## src/hw/rtl/lpht_pkg.sv

```systemverilog
// ============================================================================
// lpht_pkg
// Shared types and constants for the linear probing table.
// ============================================================================
package lpht_pkg;

    localparam int CAPACITY_DEFAULT = 1024;
    localparam logic [9:0] MAX_ENTRIES_RESET = 10'd716;
    localparam logic [63:0] GOLDEN = 64'h9e3779b97f4a7c15;
    localparam logic [63:0] MIX_MUL1 = 64'hbf58476d1ce4e5b9;
    localparam logic [63:0] MIX_MUL2 = 64'h94d049bb133111eb;
    localparam int QUEUE_DEPTH = 2;

    typedef enum logic [2:0] {
        ST_FOUND     = 3'd0,
        ST_NOT_FOUND = 3'd1,
        ST_INSERTED  = 3'd2,
        ST_UPDATED   = 3'd3,
        ST_REJECTED  = 3'd4
    } status_t;

    typedef enum logic [1:0] {
        CMD_LOOKUP = 2'd0,
        CMD_INSERT = 2'd1,
        CMD_REJECT = 2'd2,
        CMD_MISS   = 2'd3
    } cmd_t;

    typedef struct packed {
        cmd_t        cmd;
        logic [63:0] key_low;
        logic [63:0] key_high;
        logic [63:0] value_low;
        logic [63:0] value_high;
        logic [63:0] hash;
    } job_t;

    typedef enum logic [2:0] {
        FE_IDLE,
        FE_MIX,
        FE_MUL1,
        FE_MUL2,
        FE_PUSH
    } fe_state_t;

    typedef enum logic [2:0] {
        BE_IDLE,
        BE_HOME,
        BE_READ,
        BE_CHECK,
        BE_DONE,
        BE_CLEAR
    } be_state_t;

endpackage

```

## src/hw/rtl/lpht_queue.sv

```systemverilog
// ============================================================================
// lpht_queue
// Short first-in first-out queue of classified jobs between front and back.
// ============================================================================
module lpht_queue
    import lpht_pkg::*;
(
    input  logic clk,
    input  logic rst_n,
    input  logic push,
    input  job_t push_data,
    output logic full,
    input  logic pop,
    output job_t pop_data,
    output logic empty
);

    job_t       mem_reg [QUEUE_DEPTH];
    logic       wr_reg, wr_next;
    logic       rd_reg, rd_next;
    logic [1:0] cnt_reg, cnt_next;

    assign full     = (cnt_reg == 2'(QUEUE_DEPTH));
    assign empty    = (cnt_reg == 2'd0);
    assign pop_data = mem_reg[rd_reg];

    always_comb
    begin
        wr_next  = push ? ~wr_reg : wr_reg;
        rd_next  = pop ? ~rd_reg : rd_reg;
        cnt_next = cnt_reg + {1'b0, push} - {1'b0, pop};
    end

    always_ff @(posedge clk or negedge rst_n)
    begin
        if (!rst_n)
        begin
            wr_reg  <= 1'b0;
            rd_reg  <= 1'b0;
            cnt_reg <= 2'd0;
        end
        else
        begin
            wr_reg  <= wr_next;
            rd_reg  <= rd_next;
            cnt_reg <= cnt_next;
        end
    end

    always_ff @(posedge clk)
    begin
        if (push)
        begin
            mem_reg[wr_reg] <= push_data;
        end
    end

endmodule

```

## config.mk

```make
export PLATFORM = sky130hd
export DESIGN_NAME = lpht_queue
export DESIGN_NICKNAME = d
export VERILOG_FILES = /design/src/hw/rtl/lpht_pkg.sv /design/src/hw/rtl/lpht_queue.sv
export SDC_FILE = /design/constraint.sdc
export NUM_CORES = 1
export LEC_CHECK = 0
export BUFFER_PORTS_ARGS = -buffer_cell sky130_fd_sc_hd__buf_2
export CAP_MARGIN = 20
export CORE_AREA = 2 2 253 255
export DETAILED_ROUTE_END_ITERATION = 7
export DIE_AREA = 0 0 255 257
export PLACE_DENSITY = 0.59
export SYNTH_ARGS = -nofsm -noshare
export SYNTH_HDL_FRONTEND = slang
export SYNTH_SLANG_ARGS = --single-unit
export TNS_END_PERCENT = 5
```

## constraint.sdc

```tcl
create_clock -name clk -period 18.35 [get_ports clk]
set_input_delay 3.67 -clock clk [delete_from_list [all_inputs] [get_ports clk]]
set_output_delay 3.67 -clock clk [all_outputs]
set_load 0.01 [all_outputs]
```

Yosys cells after proc, flatten, opt, wreduce, memory -nomap -nowiden
Memories as Yosys holds them, arrays and structs flattened.
Cells that the tools add are included.
W data, S select, Z words.
{"block": "word_totals", "register_bits": 4, "latchBits": 0, "ramBits": 644, "romBits": 0, "in_bits": 326, "word_cells": 12, "memories": 1}
{"name": "mem_reg", "depth": 2, "width": 322, "rd": 1, "rd_clocked_by_memory_dff": 0, "write_ports": 1, "line": "lpht_queue.sv:18", "rtl": "job_t mem_reg [QUEUE_DEPTH];"}
{"block": "classes", "add_sub_neg": 2, "n_mul": 0, "n_div": 0, "magnitude_cmp": 0, "eq_ne": 1, "shifts": 0, "muxes": 2, "bitwise": 2, "reduce_logical": 1}
{"op": "$add A2 B1 Y2", "count": 1}
{"op": "$eq A2 B2 Y1 const B", "count": 1}
{"op": "$logic_not A2 Y1", "count": 1}
{"op": "$mux W1", "count": 2}
{"op": "$not A1 Y1", "count": 2}
{"op": "$sub A2 B1 Y2", "count": 1}

Longest topological paths before layout
{"block": "depth", "word_depth": 2, "depth_mapped": 5, "depth_no_buf": 5}

Least setup slack after synthesis
Ideal clock, no wire load.
{"block": "synth_timing", "kind": "input -> register", "start": "in push", "end": "mem mem_reg[0][0] (netlist name) (enable)", "setup_time_ns": 1.051, "arrival_time_ns": 17.505, "required_time_ns": 17.299, "slack_ns": -0.205, "cell_stages": 1, "path_buffers": 0, "cell_sequence": "nor2b_1"}
{"block": "synth_between", "elab_chain_cells": 2}
{"element": "start: declaration", "line": "lpht_queue.sv:10", "rtl": "input logic push,"}
{"element": "$mux W1", "line": "lpht_queue.sv:52", "rtl": "if (push)"}
{"element": "$mux W1 (not written as such)", "line": "lpht_queue.sv:54", "rtl": "mem_reg[wr_reg] <= push_data;"}
{"element": "end: declaration", "line": "lpht_queue.sv:18"}
No other way between the ends.

==> run metrics <==
Setup violations, final=0; internal power=about 3.5 mW; largest cells by area after synthesis=edfxtp_1 (79%), mux2_4 (17%), mux2_2 (2.4%); Clk pwr share=27.4%; DR vias=12,000; Worst Hold Path Cells=1; slew margin rel.=22.6%; outcome=completed; clk_lat worst skew=0.60 ns; CP Cell Sequence=buf_4 -> buf_4 -> buf_4 -> mux2_4 -> buf_2; Final HPWL DP=between 30,000 and 40,000 microns; I/O Pins=650; commonest non-fill, non-tap cell in the layout=buf_2; CTS tree=built; Sw Share=28.6%; router iterations before antenna repair=4; Seq/Total Area, Yosys=79.2%; largest net degree at the start of global routing=between 150 and 200; Tcrit/Tclk final=between 40% and 50%; routed vias/inst=4.56; RR Endpoint=mem_reg[1][244]; setup tns final=0 ns; synth warn=0; die extent in y=257 microns; critical hold path startpoint=wr_reg; Arr. time, crit path=4.95 ns; Max IR drop VDD=214 uV; FMAX=116 MHz; Util after Layout=slightly below 50%; Initial Utilization=39.1%; r2r startpoint=wr_reg; Largest stage delay, worst path=slightly above 1 ns; clock transition at the registers of the reported paths=0.05 ns; first-pass GRT wire length=79,200 microns; CTS Buf Count=71; fin. max-slew vios=0; Die ar.=65,500 sq um; CP Class=register to output port; most used cell along the critical path=buf_4; Final ANT Viol Nets=0; Worst Tran Pin Value=1.16 ns; Placer Congestion=0.782; iteration-0 DRC count of the detailed router=708; layout cells sized above 1=61.1%; P per Cell Area=approximately 160 nW/um^2; routed len/inst=around 21 microns; area grow syn2layout=25.7%; Residual DRC=0; clk sinks=roughly 650; net count after synthesis=1,345; Max H-tree Level=3; post-synthesis cell count=~1,000; most frequent cells in the layout=buf_2 (649), edfxtp_1 (644), mux2_4 (270); # resized after CTS=0; clk buf depth=3; WHS Endpoint=wr_reg; Tmin final=8.62 ns; Crit-path slowest cell=dfrtp_4; max-cap check violation count=0; Max FO, Critical Path=58; R2R setup slack=15.98 ns; number of global-route vias before repair=12,700; synthesized area per cell=24.1 sq um; Hold-fix buffers, CTS=0; Yosys top cell area share=78.8%; clock root buffer=clkbuf_16; endpoint class of the critical path=output port; switching power=1.40 mW; final net count=2,041; initial antenna violation count=27; setup bufs post-CTS=0; leading area contributor after synthesis=edfxtp_1; final hold viol count=0; FP Rows=a little over 90; Reg2Reg Depth=2; Leakage=12.3 nW; Total Wirelength=55,400 microns; required time worst endpoint=14.68 ns; Core ar.=62,700 sq um; combinational fraction of design power=30.5%; startpoint types=register; Setup Skew=0.0164 ns; Die X=~260 microns; Yosys reg bits=648; Sequential Power Share=roughly 42%; HP Class=register to register; Netlist cell types=13; RSZ-0062 raised after global routing=false; GRT overflow=0; Largest register FFs=644; all-layer global routing usage=16.4%; Port Buf Inserts=649; mapped cell area=24,500 sq um
==> power by group through the flow <==
stage / Clock (mW) / Sequential [mW] / Combinational (mW)
final: 1.34 / 2.06 / 1.50
after global routing: 1.44 / 2.09 / 1.60
after CTS: 1.39 / 2.06 / 1.53
after detailed placement: 0 / 2.09 / 1.52
after global placement: 0 / 2.08 / 1.52
after floorplan: 0 / 2.14 / 1.05
==> cell usage after synthesis <==
cell type,instances
xor2_1,2
buf_2,5
mux2_4,270
buf_6,31
nor2b_1,2
mux2_2,52
xor3_1,1
dfrtp_1,4
ha_1,2
and2_1,1
nor2_1,1
inv_1,2
edfxtp_1,644
==> worst max-delay path by stage <==
stage | startpoint | endpoint | slack [ns]
global placement | rd_reg | pop_data[310] | 10.35
detailed placement | rd_reg | pop_data[247] | 10.27
finish | rd_reg | pop_data[247] | 9.73
CTS | rd_reg | pop_data[247] | 9.62
global route | rd_reg | pop_data[247] | 9.42
floorplan | push | mem_reg[0][0] | 5.86
==> area by class of cell <==
class / instances / area [sq um]
multi-input cells: 331 / 4740
flip-flops and latches: 648 / 19400
inverters: 2 / 7.51
clock inverters: 33 / 318
fillers: 5243 / 31900
repair buffers: 659 / 3360
diodes: 22 / 55.1
well taps: 846 / 1060
clock buffers: 92 / 1890
==> worst max-delay path: cells and delay by family, from the launching register on <==
| kind | cells | cell delay, ns |
|---|---|---|
| buffers and inverters | 4 | 2.80 |
| DFF | 1 | 1.02 |
| muxes | 1 | 0.36 |
==> through the flow <==
stage	setup WS, ns	hold slack [ns]	area (sq um)	power, mW	cells
3_5_place_dp	10.27	0.537	28600	3.62	2486
6_report	9.73	0.547	30900	4.90	2633
2_1_floorplan	5.86	0.473	24600	3.19	1017
3_3_place_gp	10.35	0.530	28600	3.60	2486
5_1_grt	9.42	0.576	30800	5.13	2624
4_1_cts	9.62	0.549	30800	4.98	2611
==> logic make-up (layout without fill, tap and decap cells) <==
| logic type | after synthesis | in the layout | synth area share, % |
|---|---|---|---|
| adders and majority gates | 2 | 2 | 0.102 |
| and+or+nand+nor | 4 | 4 | 0.0917 |
| DFF | 648 | 648 | 79.2 |
| buffers and inverters | 38 | 786 | 1.55 |
| muxes | 322 | 322 | 18.9 |
| other | 0 | 22 | 0 |
| xor gates and xnor gates | 3 | 3 | 0.168 |
==> per-layer routing <==
layer,global-route usage (%),wire length [microns]
met4,6.92,1780
met3,7.24,5550
met1,17.3,19600
met5,0,62
met2,28.3,28500
Power figures use the tool's default switching activity.
